<file path="src/rtl/hprs_pkg.sv">
// Shared types, codes and character helpers for the HTTP response parser.
package hprs_pkg;

    typedef enum logic [2:0] {
        PH_IDLE    = 3'd0,
        PH_STATUS  = 3'd1,
        PH_HEADERS = 3'd2,
        PH_BODY    = 3'd3,
        PH_DONE    = 3'd4,
        PH_ERROR   = 3'd5
    } phase_t;

    localparam logic [1:0] CMD_DATA  = 2'd0;
    localparam logic [1:0] CMD_START = 2'd1;
    localparam logic [1:0] CMD_CLOSE = 2'd2;

    localparam logic [2:0] ERR_NONE       = 3'd0;
    localparam logic [2:0] ERR_BLANK      = 3'd1;
    localparam logic [2:0] ERR_NO_PROTO   = 3'd2;
    localparam logic [2:0] ERR_NO_DOT     = 3'd3;
    localparam logic [2:0] ERR_NO_STATUS  = 3'd4;
    localparam logic [2:0] ERR_NO_COLON   = 3'd5;
    localparam logic [2:0] ERR_CHUNK_LINE = 3'd6;
    localparam logic [2:0] ERR_CHUNK_BIG  = 3'd7;

    localparam logic [3:0] BD_SIZE     = 4'd0;
    localparam logic [3:0] BD_SIZE_DIG = 4'd1;
    localparam logic [3:0] BD_CHUNK    = 4'd2;
    localparam logic [3:0] BD_SKIP     = 4'd3;
    localparam logic [3:0] BD_FIXED    = 4'd4;

    localparam logic [7:0] CH_CR    = 8'h0D;
    localparam logic [7:0] CH_LF    = 8'h0A;
    localparam logic [7:0] CH_COLON = 8'h3A;

    function automatic logic [7:0] lower_of(input logic [7:0] c);
        lower_of = (c >= "A" && c <= "Z") ? c + 8'd32 : c;
    endfunction

    function automatic logic is_blank(input logic [7:0] c);
        is_blank = (c == " ") || (c == 8'h09);
    endfunction

    function automatic logic is_digit(input logic [7:0] c);
        is_digit = (c >= "0") && (c <= "9");
    endfunction

    // bit 4 set when c is a hex digit, low nibble its value
    function automatic logic [4:0] hex_of(input logic [7:0] c);
        logic [7:0] l;
        begin
            l = lower_of(c);
            if (is_digit(c))
                hex_of = {1'b1, c[3:0]};
            else if (l >= "a" && l <= "f")
                hex_of = {1'b1, l[3:0] + 4'd9};
            else
                hex_of = 5'd0;
        end
    endfunction

    function automatic logic [15:0] dec16(input logic [15:0] acc, input logic [7:0] c);
        logic [19:0] t;
        begin
            t = ({4'd0, acc} << 3) + ({4'd0, acc} << 1) + {16'd0, c[3:0]};
            dec16 = (t > 20'hFFFF) ? 16'hFFFF : t[15:0];
        end
    endfunction

    function automatic logic [7:0] proto_char(input logic [4:0] i);
        case (i)
            5'd0: proto_char = "h";
            5'd1: proto_char = "t";
            5'd2: proto_char = "t";
            5'd3: proto_char = "p";
            5'd4: proto_char = "/";
            default: proto_char = 8'd0;
        endcase
    endfunction

    function automatic logic [7:0] cl_char(input logic [4:0] i);
        case (i)
            5'd0: cl_char = "c";
            5'd1: cl_char = "o";
            5'd2: cl_char = "n";
            5'd3: cl_char = "t";
            5'd4: cl_char = "e";
            5'd5: cl_char = "n";
            5'd6: cl_char = "t";
            5'd7: cl_char = "-";
            5'd8: cl_char = "l";
            5'd9: cl_char = "e";
            5'd10: cl_char = "n";
            5'd11: cl_char = "g";
            5'd12: cl_char = "t";
            5'd13: cl_char = "h";
            default: cl_char = 8'd0;
        endcase
    endfunction

    function automatic logic [7:0] te_char(input logic [4:0] i);
        case (i)
            5'd0: te_char = "t";
            5'd1: te_char = "r";
            5'd2: te_char = "a";
            5'd3: te_char = "n";
            5'd4: te_char = "s";
            5'd5: te_char = "f";
            5'd6: te_char = "e";
            5'd7: te_char = "r";
            5'd8: te_char = "-";
            5'd9: te_char = "e";
            5'd10: te_char = "n";
            5'd11: te_char = "c";
            5'd12: te_char = "o";
            5'd13: te_char = "d";
            5'd14: te_char = "i";
            5'd15: te_char = "n";
            5'd16: te_char = "g";
            default: te_char = 8'd0;
        endcase
    endfunction

    function automatic logic [7:0] enc_char(input logic [3:0] i);
        case (i)
            4'd0: enc_char = "c";
            4'd1: enc_char = "h";
            4'd2: enc_char = "u";
            4'd3: enc_char = "n";
            4'd4: enc_char = "k";
            4'd5: enc_char = "e";
            4'd6: enc_char = "d";
            default: enc_char = 8'd0;
        endcase
    endfunction

endpackage

</file>
<file path="src/rtl/http_response_stream_parser_unit.sv">
// Top level of the byte-wide HTTP response stream parser.
//
//  channel  dir  tdata                         tuser         tlast
//  s_axis   in   data_byte                     command       -
//  m_axis   out  status and flag fields        body_valid    body_last
//
// One beat per cycle when the receiver keeps up. Each accepted beat updates the parser state
// and loads the result register in the same cycle, so throughput is one byte per clock;
// the result beat is registered from the accepted input beat.
// rst_n clears the parser to idle and empties the result register.
// A stalled result holds; a new input beat is taken whenever the result
// register is empty or is being drained in the same cycle.
module http_response_stream_parser_unit
    import hprs_pkg::*;
#(
    parameter int LENGTH_BITS = 32
)
(
    input  logic        clk,
    input  logic        rst_n,
    input  logic        s_tvalid,
    output logic        s_tready,
    input  logic [7:0]  s_tdata,   // data_byte[7:0]
    input  logic [1:0]  s_tuser,   // command[1:0]
    output logic        m_tvalid,
    input  logic        m_tready,
    // phase[2:0], body_byte[10:3], header_line_done[11], headers_done[12],
    // http_major[28:13], http_minor[44:29], status_code[60:45],
    // chunked_mode[61], message_done[62], error_code[65:63], zero[71:66]
    output logic [71:0] m_tdata,
    output logic        m_tuser,   // body_valid
    output logic        m_tlast    // body_last
);

    localparam int LB = LENGTH_BITS;

    phase_t        phase_reg, phase_next;
    logic [3:0]    sub_reg, sub_next;
    logic          pcr_reg, pcr_next;
    logic [4:0]    npos_reg, npos_next;
    logic [1:0]    flags_reg, flags_next;
    logic [3:0]    vms_reg, vms_next;
    logic [LB-1:0] len_reg, len_next;
    logic          have_len_reg, have_len_next;
    logic [LB-1:0] rem_reg, rem_next;
    logic [1:0]    skip_reg, skip_next;
    logic [LB-1:0] acc_reg, acc_next;
    logic [15:0]   major_reg, major_next;
    logic [15:0]   minor_reg, minor_next;
    logic [15:0]   status_reg, status_next;
    logic          chunked_reg, chunked_next;
    logic [2:0]    herr_reg, herr_next;

    logic          bv, bl, hl, hd, md;
    logic [7:0]    bb;
    logic          out_valid_reg;
    logic [71:0]   out_data_reg, out_data_next;
    logic          out_user_reg;
    logic          out_last_reg;
    logic          accept;

    assign s_tready = !out_valid_reg || m_tready;
    assign accept   = s_tvalid && s_tready;

    hprs_step #(.LENGTH_BITS(LB)) u_step (
        .command(s_tuser), .data_byte(s_tdata),
        .phase_cur(phase_reg), .sub_cur(sub_reg), .pcr_cur(pcr_reg),
        .npos_cur(npos_reg), .flags_cur(flags_reg), .vms_cur(vms_reg),
        .len_cur(len_reg), .have_len_cur(have_len_reg), .rem_cur(rem_reg),
        .skip_cur(skip_reg), .acc_cur(acc_reg), .major_cur(major_reg),
        .minor_cur(minor_reg), .status_cur(status_reg),
        .chunked_cur(chunked_reg), .herr_cur(herr_reg),
        .phase_next(phase_next), .sub_next(sub_next), .pcr_next(pcr_next),
        .npos_next(npos_next), .flags_next(flags_next), .vms_next(vms_next),
        .len_next(len_next), .have_len_next(have_len_next), .rem_next(rem_next),
        .skip_next(skip_next), .acc_next(acc_next), .major_next(major_next),
        .minor_next(minor_next), .status_next(status_next),
        .chunked_next(chunked_next), .herr_next(herr_next),
        .body_valid(bv), .body_byte(bb), .body_last(bl),
        .header_line_done(hl), .headers_done(hd), .message_done(md)
    );

    always_comb
    begin
        out_data_next = '0;
        out_data_next[2:0]   = phase_next;
        out_data_next[10:3]  = bb;
        out_data_next[11]    = hl;
        out_data_next[12]    = hd;
        out_data_next[28:13] = major_next;
        out_data_next[44:29] = minor_next;
        out_data_next[60:45] = status_next;
        out_data_next[61]    = chunked_next;
        out_data_next[62]    = md;
        out_data_next[65:63] = (phase_next == PH_ERROR) ? herr_next : ERR_NONE;
    end

    always_ff @(posedge clk or negedge rst_n)
    begin
        if (!rst_n) begin
            phase_reg     <= PH_IDLE;
            sub_reg       <= 4'd0;
            pcr_reg       <= 1'b0;
            npos_reg      <= 5'd0;
            flags_reg     <= 2'b11;
            vms_reg       <= 4'd0;
            len_reg       <= '0;
            have_len_reg  <= 1'b0;
            rem_reg       <= '0;
            skip_reg      <= 2'd0;
            acc_reg       <= '0;
            major_reg     <= 16'd0;
            minor_reg     <= 16'd0;
            status_reg    <= 16'd0;
            chunked_reg   <= 1'b0;
            herr_reg      <= ERR_NONE;
            out_valid_reg <= 1'b0;
        end
        else begin
            if (accept) begin
                phase_reg     <= phase_next;
                sub_reg       <= sub_next;
                pcr_reg       <= pcr_next;
                npos_reg      <= npos_next;
                flags_reg     <= flags_next;
                vms_reg       <= vms_next;
                len_reg       <= len_next;
                have_len_reg  <= have_len_next;
                rem_reg       <= rem_next;
                skip_reg      <= skip_next;
                acc_reg       <= acc_next;
                major_reg     <= major_next;
                minor_reg     <= minor_next;
                status_reg    <= status_next;
                chunked_reg   <= chunked_next;
                herr_reg      <= herr_next;
                out_valid_reg <= 1'b1;
            end
            else if (m_tready) begin
                out_valid_reg <= 1'b0;
            end
        end
    end

    // result payload: load on accept, hold otherwise
    always_ff @(posedge clk)
    begin
        if (accept) begin
            out_data_reg <= out_data_next;
            out_user_reg <= bv;
            out_last_reg <= bl;
        end
    end

    assign m_tvalid = out_valid_reg;
    assign m_tdata  = out_data_reg;
    assign m_tuser  = out_user_reg;
    assign m_tlast  = out_last_reg;

endmodule

</file>
<file path="src/rtl/hprs_step.sv">
// Next-state and result logic for one accepted beat of the response parser.
module hprs_step
    import hprs_pkg::*;
#(
    parameter int LENGTH_BITS = 32
)
(
    input  logic [1:0]             command,
    input  logic [7:0]             data_byte,
    input  phase_t                 phase_cur,
    input  logic [3:0]             sub_cur,
    input  logic                   pcr_cur,
    input  logic [4:0]             npos_cur,
    input  logic [1:0]             flags_cur,
    input  logic [3:0]             vms_cur,
    input  logic [LENGTH_BITS-1:0] len_cur,
    input  logic                   have_len_cur,
    input  logic [LENGTH_BITS-1:0] rem_cur,
    input  logic [1:0]             skip_cur,
    input  logic [LENGTH_BITS-1:0] acc_cur,
    input  logic [15:0]            major_cur,
    input  logic [15:0]            minor_cur,
    input  logic [15:0]            status_cur,
    input  logic                   chunked_cur,
    input  logic [2:0]             herr_cur,
    output phase_t                 phase_next,
    output logic [3:0]             sub_next,
    output logic                   pcr_next,
    output logic [4:0]             npos_next,
    output logic [1:0]             flags_next,
    output logic [3:0]             vms_next,
    output logic [LENGTH_BITS-1:0] len_next,
    output logic                   have_len_next,
    output logic [LENGTH_BITS-1:0] rem_next,
    output logic [1:0]             skip_next,
    output logic [LENGTH_BITS-1:0] acc_next,
    output logic [15:0]            major_next,
    output logic [15:0]            minor_next,
    output logic [15:0]            status_next,
    output logic                   chunked_next,
    output logic [2:0]             herr_next,
    output logic                   body_valid,
    output logic [7:0]             body_byte,
    output logic                   body_last,
    output logic                   header_line_done,
    output logic                   headers_done,
    output logic                   message_done
);

    localparam int LB = LENGTH_BITS;
    localparam logic [LB-1:0] LEN_MAX = {LB{1'b1}};

    typedef struct packed {
        phase_t        phase;
        logic [3:0]    sub;
        logic          pcr;
        logic [4:0]    npos;
        logic [1:0]    flags;
        logic [3:0]    vms;
        logic [LB-1:0] len;
        logic          have_len;
        logic [LB-1:0] rem;
        logic [1:0]    skip;
        logic [LB-1:0] acc;
        logic [15:0]   major;
        logic [15:0]   minor;
        logic [15:0]   status;
        logic          chunked;
        logic [2:0]    herr;
        logic          o_valid;
        logic [7:0]    o_byte;
        logic          o_last;
        logic          o_hline;
        logic          o_hdone;
        logic          o_mdone;
    } st_t;

    function automatic logic [LB-1:0] dec_push(input logic [LB-1:0] acc, input logic [7:0] c);
        logic [LB+3:0] t;
        begin
            t = ({4'd0, acc} << 3) + ({4'd0, acc} << 1) + {{LB{1'b0}}, c[3:0]};
            dec_push = (t > {4'd0, LEN_MAX}) ? LEN_MAX : t[LB-1:0];
        end
    endfunction

    function automatic st_t fail(input st_t s, input logic [2:0] code);
        st_t r;
        begin
            r = s;
            r.phase = PH_ERROR;
            r.herr = code;
            r.pcr = 1'b0;
            fail = r;
        end
    endfunction

    function automatic st_t finish(input st_t s);
        st_t r;
        begin
            r = s;
            r.phase = PH_DONE;
            r.pcr = 1'b0;
            r.o_mdone = 1'b1;
            finish = r;
        end
    endfunction

    function automatic st_t status_char(input st_t s, input logic [7:0] c);
        st_t r;
        logic [3:0] ss;
        logic skip;
        begin
            r = s;
            ss = s.sub;
            skip = 1'b0;
            if (ss == 4'd0) begin
                if (is_blank(c))
                    skip = 1'b1;
                ss = 4'd1;
                r.npos = 5'd0;
            end
            if (skip) begin
                r = s;
            end
            else if (ss == 4'd1) begin
                if (r.npos >= 5'd5 || lower_of(c) != proto_char(r.npos)) begin
                    r = fail(r, ERR_NO_PROTO);
                end
                else begin
                    r.npos = r.npos + 5'd1;
                    r.sub = (r.npos == 5'd5) ? 4'd2 : 4'd1;
                end
            end
            else if (ss == 4'd2) begin
                if (is_digit(c))
                    r.major = dec16(r.major, c);
                else if (c == ".")
                    r.sub = 4'd3;
                else
                    r = fail(r, ERR_NO_DOT);
            end
            else if (ss == 4'd3) begin
                if (is_digit(c))
                    r.minor = dec16(r.minor, c);
                else
                    r.sub = is_blank(c) ? 4'd4 : 4'd6;
            end
            else if (ss == 4'd4) begin
                if (is_digit(c)) begin
                    r.status = dec16(r.status, c);
                    r.sub = 4'd5;
                end
                else if (!is_blank(c)) begin
                    r.sub = 4'd6;
                end
            end
            else if (ss == 4'd5) begin
                if (is_digit(c))
                    r.status = dec16(r.status, c);
                else
                    r.sub = 4'd6;
            end
            status_char = r;
        end
    endfunction

    function automatic st_t header_char(input st_t s, input logic [7:0] c);
        st_t r;
        logic go;
        begin
            r = s;
            go = 1'b1;
            if (s.sub <= 4'd1) begin
                go = 1'b0;
                if (c == CH_COLON) begin
                    if (s.npos != 5'd14) r.flags[0] = 1'b0;
                    if (s.npos != 5'd17) r.flags[1] = 1'b0;
                    r.sub = 4'd2;
                end
                else begin
                    if (s.npos >= 5'd14 || lower_of(c) != cl_char(s.npos)) r.flags[0] = 1'b0;
                    if (s.npos >= 5'd17 || lower_of(c) != te_char(s.npos)) r.flags[1] = 1'b0;
                    if (s.npos < 5'd31) r.npos = s.npos + 5'd1;
                    r.sub = 4'd1;
                end
            end
            else if (s.sub == 4'd2) begin
                if (is_blank(c))
                    go = 1'b0;
                else
                    r.sub = 4'd3;
            end
            if (go) begin
                if (r.vms < 4'd7 && c == enc_char(r.vms))
                    r.vms = r.vms + 4'd1;
                else
                    r.vms = 4'd15;
                if (r.sub == 4'd3) begin
                    if (is_digit(c))
                        r.acc = dec_push(r.acc, c);
                    else
                        r.sub = 4'd4;
                end
            end
            header_char = r;
        end
    endfunction

    function automatic st_t chunk_char(input st_t s, input logic [7:0] c);
        st_t r;
        logic [4:0] h;
        begin
            r = s;
            h = hex_of(c);
            if (!h[4])
                r = fail(r, ERR_CHUNK_LINE);
            else if (s.acc[LB-1:LB-4] != 4'd0)
                r = fail(r, ERR_CHUNK_BIG);
            else begin
                r.acc = {s.acc[LB-5:0], h[3:0]};
                r.sub = BD_SIZE_DIG;
            end
            chunk_char = r;
        end
    endfunction

    function automatic st_t line_content(input st_t s, input logic [7:0] c);
        if (s.phase == PH_STATUS)
            line_content = status_char(s, c);
        else if (s.phase == PH_HEADERS)
            line_content = header_char(s, c);
        else
            line_content = chunk_char(s, c);
    endfunction

    function automatic st_t clear_line(input st_t s);
        st_t r;
        begin
            r = s;
            r.sub = 4'd0;
            r.npos = 5'd0;
            r.flags = 2'b11;
            r.vms = 4'd0;
            r.acc = '0;
            clear_line = r;
        end
    endfunction

    function automatic st_t line_end(input st_t s);
        st_t r;
        begin
            r = s;
            if (s.phase == PH_STATUS) begin
                case (s.sub)
                    4'd0: r = fail(r, ERR_BLANK);
                    4'd1: r = fail(r, ERR_NO_PROTO);
                    4'd2: r = fail(r, ERR_NO_DOT);
                    4'd3, 4'd4: r = fail(r, ERR_NO_STATUS);
                    default:
                    begin
                        r = clear_line(r);
                        r.phase = PH_HEADERS;
                    end
                endcase
            end
            else if (s.phase == PH_HEADERS) begin
                if (s.sub == 4'd0) begin
                    // empty line: enter the body, or finish at once when there is no body
                    r.o_hdone = 1'b1;
                    r.phase = PH_BODY;
                    r.acc = '0;
                    if (s.chunked) begin
                        r.sub = BD_SIZE;
                    end
                    else if (s.have_len && s.len != '0) begin
                        r.rem = s.len;
                        r.sub = BD_FIXED;
                    end
                    else begin
                        r = finish(r);
                    end
                end
                else if (s.sub == 4'd1) begin
                    r = fail(r, ERR_NO_COLON);
                end
                else begin
                    if (s.flags[0]) begin
                        r.len = s.acc;
                        r.have_len = 1'b1;
                    end
                    else if (s.flags[1] && s.vms == 4'd7) begin
                        r.chunked = 1'b1;
                    end
                    r.o_hline = 1'b1;
                    r = clear_line(r);
                end
            end
            else begin
                if (s.sub != BD_SIZE_DIG) begin
                    r = fail(r, ERR_CHUNK_LINE);
                end
                else if (s.acc == '0) begin
                    r = finish(r);
                end
                else begin
                    r.rem = s.acc;
                    r.sub = BD_CHUNK;
                end
            end
            line_end = r;
        end
    endfunction

    st_t cur_s;
    st_t nxt_s;
    st_t tmp_s;

    always_comb
    begin
        cur_s = '0;
        cur_s.phase = phase_cur;
        cur_s.sub = sub_cur;
        cur_s.pcr = pcr_cur;
        cur_s.npos = npos_cur;
        cur_s.flags = flags_cur;
        cur_s.vms = vms_cur;
        cur_s.len = len_cur;
        cur_s.have_len = have_len_cur;
        cur_s.rem = rem_cur;
        cur_s.skip = skip_cur;
        cur_s.acc = acc_cur;
        cur_s.major = major_cur;
        cur_s.minor = minor_cur;
        cur_s.status = status_cur;
        cur_s.chunked = chunked_cur;
        cur_s.herr = herr_cur;
    end

    always_comb
    begin
        nxt_s = cur_s;
        tmp_s = cur_s;
        case (command)
            CMD_DATA:
            begin
                if (cur_s.phase == PH_IDLE || cur_s.phase == PH_DONE
                    || cur_s.phase == PH_ERROR) begin
                    nxt_s = cur_s;
                end
                else if (cur_s.phase == PH_BODY && cur_s.sub == BD_CHUNK) begin
                    nxt_s.o_valid = 1'b1;
                    nxt_s.o_byte = data_byte;
                    if (cur_s.rem[LB-1:1] == '0) begin
                        nxt_s.rem = '0;
                        nxt_s.o_last = 1'b1;
                        nxt_s.sub = BD_SKIP;
                        nxt_s.skip = 2'd2;
                    end
                    else begin
                        nxt_s.rem = cur_s.rem - 1'b1;
                    end
                end
                else if (cur_s.phase == PH_BODY && cur_s.sub == BD_SKIP) begin
                    if (cur_s.skip <= 2'd1) begin
                        nxt_s.skip = 2'd0;
                        nxt_s.sub = BD_SIZE;
                        nxt_s.acc = '0;
                    end
                    else begin
                        nxt_s.skip = cur_s.skip - 2'd1;
                    end
                end
                else if (cur_s.phase == PH_BODY && cur_s.sub == BD_FIXED) begin
                    nxt_s.o_valid = 1'b1;
                    nxt_s.o_byte = data_byte;
                    if (cur_s.rem[LB-1:1] == '0) begin
                        nxt_s.rem = '0;
                        nxt_s.o_last = 1'b1;
                        nxt_s = finish(nxt_s);
                    end
                    else begin
                        nxt_s.rem = cur_s.rem - 1'b1;
                    end
                end
                else begin
                    // a held CR is content unless LF follows
                    tmp_s.pcr = 1'b0;
                    if (cur_s.pcr && data_byte == CH_LF) begin
                        nxt_s = line_end(tmp_s);
                    end
                    else begin
                        if (cur_s.pcr)
                            tmp_s = line_content(tmp_s, CH_CR);
                        if (tmp_s.phase == PH_ERROR)
                            nxt_s = tmp_s;
                        else if (data_byte == CH_CR) begin
                            nxt_s = tmp_s;
                            nxt_s.pcr = 1'b1;
                        end
                        else
                            nxt_s = line_content(tmp_s, data_byte);
                    end
                end
            end
            CMD_START:
            begin
                nxt_s = '0;
                nxt_s.flags = 2'b11;
                nxt_s.phase = PH_STATUS;
            end
            CMD_CLOSE:
            begin
                if (cur_s.phase == PH_STATUS || cur_s.phase == PH_HEADERS
                    || cur_s.phase == PH_BODY)
                    nxt_s.phase = PH_DONE;
                nxt_s.pcr = 1'b0;
                nxt_s.o_mdone = 1'b1;
            end
            default:
            begin
                nxt_s = cur_s;
            end
        endcase
    end

    assign phase_next       = nxt_s.phase;
    assign sub_next         = nxt_s.sub;
    assign pcr_next         = nxt_s.pcr;
    assign npos_next        = nxt_s.npos;
    assign flags_next       = nxt_s.flags;
    assign vms_next         = nxt_s.vms;
    assign len_next         = nxt_s.len;
    assign have_len_next    = nxt_s.have_len;
    assign rem_next         = nxt_s.rem;
    assign skip_next        = nxt_s.skip;
    assign acc_next         = nxt_s.acc;
    assign major_next       = nxt_s.major;
    assign minor_next       = nxt_s.minor;
    assign status_next      = nxt_s.status;
    assign chunked_next     = nxt_s.chunked;
    assign herr_next        = nxt_s.herr;
    assign body_valid       = nxt_s.o_valid;
    assign body_byte        = nxt_s.o_byte;
    assign body_last        = nxt_s.o_last;
    assign header_line_done = nxt_s.o_hline;
    assign headers_done     = nxt_s.o_hdone;
    assign message_done     = nxt_s.o_mdone;

endmodule

</file>
<file path="config.mk">
export PLATFORM = sky130hd
export DESIGN_NAME = http_response_stream_parser_unit
export DESIGN_NICKNAME = d
export VERILOG_FILES = /design/src/rtl/hprs_pkg.sv /design/src/rtl/http_response_stream_parser_unit.sv /design/src/rtl/hprs_step.sv
export SDC_FILE = /design/constraint.sdc
export NUM_CORES = 1
export LEC_CHECK = 0
export BUFFER_PORTS_ARGS = -buffer_cell sky130_fd_sc_hd__buf_4
export CORE_MARGIN = 2
export CORE_UTILIZATION = 35
export CTS_CLUSTER_DIAMETER = 30
export DETAILED_ROUTE_END_ITERATION = 7
export GPL_TIMING_DRIVEN = 0
export PLACE_DENSITY = 0.5
export SLEW_MARGIN = 20
export SYNTH_ARGS = -nofsm -noshare
export SYNTH_HDL_FRONTEND = slang
export SYNTH_SLANG_ARGS = --single-unit
</file>
<file path="constraint.sdc">
create_clock -name clk -period 4.5 [get_ports clk]
set_input_delay 0.9 -clock clk [delete_from_list [all_inputs] [get_ports clk]]
set_output_delay 0.9 -clock clk [all_outputs]
set_load 0.02 [all_outputs]
</file>
==> metrics.md <==
| Metric | Value |
|---|---|
| Lkg Pwr | 11.0 nW |
| Max Slew Vio Count | 0 |
| Number of flip-flops in the largest register | between 60 and 70 |
| Cell area after layout | ~25,000 um^2 |
| Syn Area/Cell | 8.27 um^2 |
| Mapped Area | 20,500 um^2 |
| Chip height | 246 um |
| Switch share | 0.275 |
| IO Pins | 90 |
| CTS root buf | clkbuf_16 |
| Clock Power Share | 0.617 |
| DRT iter0 DRCs | 2,127 |
| TritonRoute pass-1 iters | 6 |
| TritonCTS clock tree | yes |
| Peak supply drop | 0.000358 V |
| Die X | 246 um |
| GR Overflow Total | 0 |
| Seq cells post-synth | about 240 |
| First-pass GRT wire length | approximately 120,000 um |
| Area growth from synthesis to layout | 23.7% |
| # diodes | 0 |
| Compound-Gate Fraction of Synth Area | 0.286 |
| Synth Flop Type | dfrtp_1 |
| Setup slack after layout | 103 ps |
| Die area | 60,400 um^2 |
| Initial core utilization | 0.354 |
| Worst-path clk slew | around 40 ps |
| ANT nets after route | 0 |
| Clk_lat worst skew | 610 ps |
| Count leader, synth | nand2_1 |
| Cell row count | 88 |
| Commonest cells in the netlist | nand2_1, o21ai_0, nor2_1, ha_1, dfrtp_1 |
| WL final | 76,800 um |
| All-layer global routing usage | 0.249 |
| Port Buffers | 82 |
| Cells after synthesis | roughly 2,500 |
| CP delay by family, top | simple AND/OR/NAND/NOR gates |
| Simple-gate area share of the yosys netlist | 0.200 |
| Cell Int Power | between 6 and 7 mW |
| Top cell type by total area after synthesis | dfrtp_1 |
| DP Worst Slack | -1530 ps |
| Total power | just over 9 mW |
| Reg power frac | 0.251 |
| Pwr dens | 369 nW/um^2 |
| WP buf/inv | 3 |
| Worst-Margin Slew | 1210 ps |
| Top cells by area, synth | dfrtp_1, ha_1, edfxtp_1, o21ai_0, nand2_1 |
| Vias/cell | 6.00 |
| Setup crit end kind | register |
| Hold-fix buffers at CTS | 0 |
| Post-synth EDFFs | 68 |
| Largest net degree at the start of global routing | just under 80 |
| Max FO, Critical Path | 7 |
| Share of layout cells above drive strength 1 | 0.135 |
| Bufs on Longest Clock Path | 3 |
| H-tree depth | 3 |
| Slew margin rel. | 0.185 |
| Adder-Cell Fraction of Synth Area | 0.122 |
| Psw | 2.57 mW |
| Cell Area, Placed | 22,200 um^2 |
| Hold Path Class | in2async |
| Initial antenna violation count | 0 |
| Area share of the largest cell type after synthesis | 0.207 |
| Largest family of logic cells by synthesized area | compound AO/OA/AOI/OAI gates |
| Final setup vio count | 0 |
| Layout Nets | 2,867 |
| Vias after detailed routing | approximately 21,000 |
| Synth Area in XOR/XNOR | 0.0283 |
| RSZ-0062 raised after global routing | false |
| Seq/Total Area, Yosys | 0.309 |
| Multiplexer share of the synthesized area | 0.00905 |
| Hpwl dp | 56,500 um |
| Cell variety after synth | roughly 110 |
| CP max stage cell | fa_1 |
| Max Freq | 227 MHz |
| Crit-path cells | buf_4 > fa_1 > inv_1 > fa_1 > nor2b_1 > o2111ai_1 > nand3_1 > nand3_1 > a31o_2 > or4_1 > clkbuf_1 > a21o_1 > or3_1 > a32o_1 |
| CP arrival | 4740 ps |
| Max Cap Viol | 0 |
| Vias in the first global route | about 20,000 |
| Combinational share of power | 0.132 |
| RD Place Congestion | 0.956 |
| Asr flop ratio synth | 0.715 |
| YS warnings | 0 |
| CP max stage delay | 580 ps |
| CTS sink count | 239 |
| Final Cycle Share | 0.977 |
| Worst setup SP type | input port |
| CP Data Required Time | 4840 ps |
| # DRC | 0 |
| Wire per inst | around 22 um |
| Core area | 57,700 um^2 |
| Outcome | completed |
| Layout Skew | 31.6 ps |
| Total CTS buffers | 80 |
| Final hold vios | 0 |
| Critical path class | in2reg |
| Fin crit period | 4400 ps |
cell type report:
class | instances | area (um^2)
Timing Repair Buffer | 100 | 831
Inverter | 75 | 288
Timing Repair inverter | 1 | 5.00
Sequential cell | 239 | 6320
Fill cell | 5729 | 32400
Clock buffer | 107 | 2210
Buffer | 149 | 668
Clock inverter | 38 | 589
Tap cell | 765 | 957
Multi-Input combinational cell | 2013 | 13400
placed cells by master (no fill, tap or decap), drive strengths merged, types with 35 or more instances in the layout:
master / count
nor4: 41
nand3: 67
nor3: 75
ha: 186
o21ai: 307
dfrtp: 169
a21o: 38
a211oi: 37
clkbuf: 216
nand2: 288
xnor2: 50
a21oi: 137
nor2: 203
edfxtp: 68
o211ai: 53
a31oi: 35
buf: 140
inv: 72
path summary, 6_finish.rpt:
check                      cells after the start                   endpoint                startpoint  slack [ps]
setup / recovery                              14      m_tdata[14]$_DFFE_PP_                s_tdata[3]         100
hold / removal                                 1  major_reg[14]$_DFFE_PN0P_                     rst_n         190
setup reg to reg                              13      m_tdata[14]$_DFFE_PP_  major_reg[0]$_DFFE_PN0P_         180
hold reg to reg                                2   have_len_reg$_DFFE_PN0P_  have_len_reg$_DFFE_PN0P_         480
max in group asynchronous                      3     rem_reg[5]$_DFFE_PN0P_                     rst_n        3190
min in group clk                               2   have_len_reg$_DFFE_PN0P_  have_len_reg$_DFFE_PN0P_         480
power by group through the flow:
stage                     sequential (mW)  clock (mW)  combinational (mW)
after global placement               2.37           0                1.16
after global routing                 2.35        5.97                1.32
final                                2.34        5.75                1.23
after floorplan                      2.39           0               0.676
after CTS                            2.34        5.85                1.18
after detailed placement             2.37           0                1.16
timing repair:
item,4_1_cts,5_1_grt
gates cloned,1,0
resized for setup,27,33
pin swaps,0,7
setup buffers,0,13
endpoints found under the setup margin,154,55
endpoints found under the hold margin,0,0
metal layers:
metal  global-route usage  part of all wire  up-vias
li1                     -                 -     9714
met2                0.392              0.46      766
met1                0.347              0.45    10300
met3               0.0349             0.058      156
met4               0.0920             0.031        0
met5                    0                 0        -
metrics by stage:
step                hold WS, ps  utilization  setup TNS (ps)  std cells
detailed placement          460        0.384         -211080       3329
floorplan                   440            -               0       2477
finish                      189        0.438               0       3487
global placement            465        0.382         -236160       3324
global route                208        0.438               0       3487
CTS                         183        0.435               0       3475
worst reg2reg max path, stage by stage (launching register included):
cell,delay (ps)
dfrtp_1,450
fa_1,570
inv_1,70
fa_1,470
nor2b_1,180
o2111ai_1,160
nand3_1,160
nand3_1,130
a31o_2,240
or4_1,500
clkbuf_1,170
a21o_1,300
or3_1,390
a32o_1,300
cell families (layout without fill, tap and decap cells):
family / Yosys count / count (layout)
simple gates: 846 / 846
fa+ha+maj: 194 / 194
xor+xnor: 66 / 66
buf+inv: 225 / 470
compound gates: 883 / 883
flops: 239 / 239
mux: 18 / 18
other cells: 1 / 6
Power figures use the tool's default switching activity.
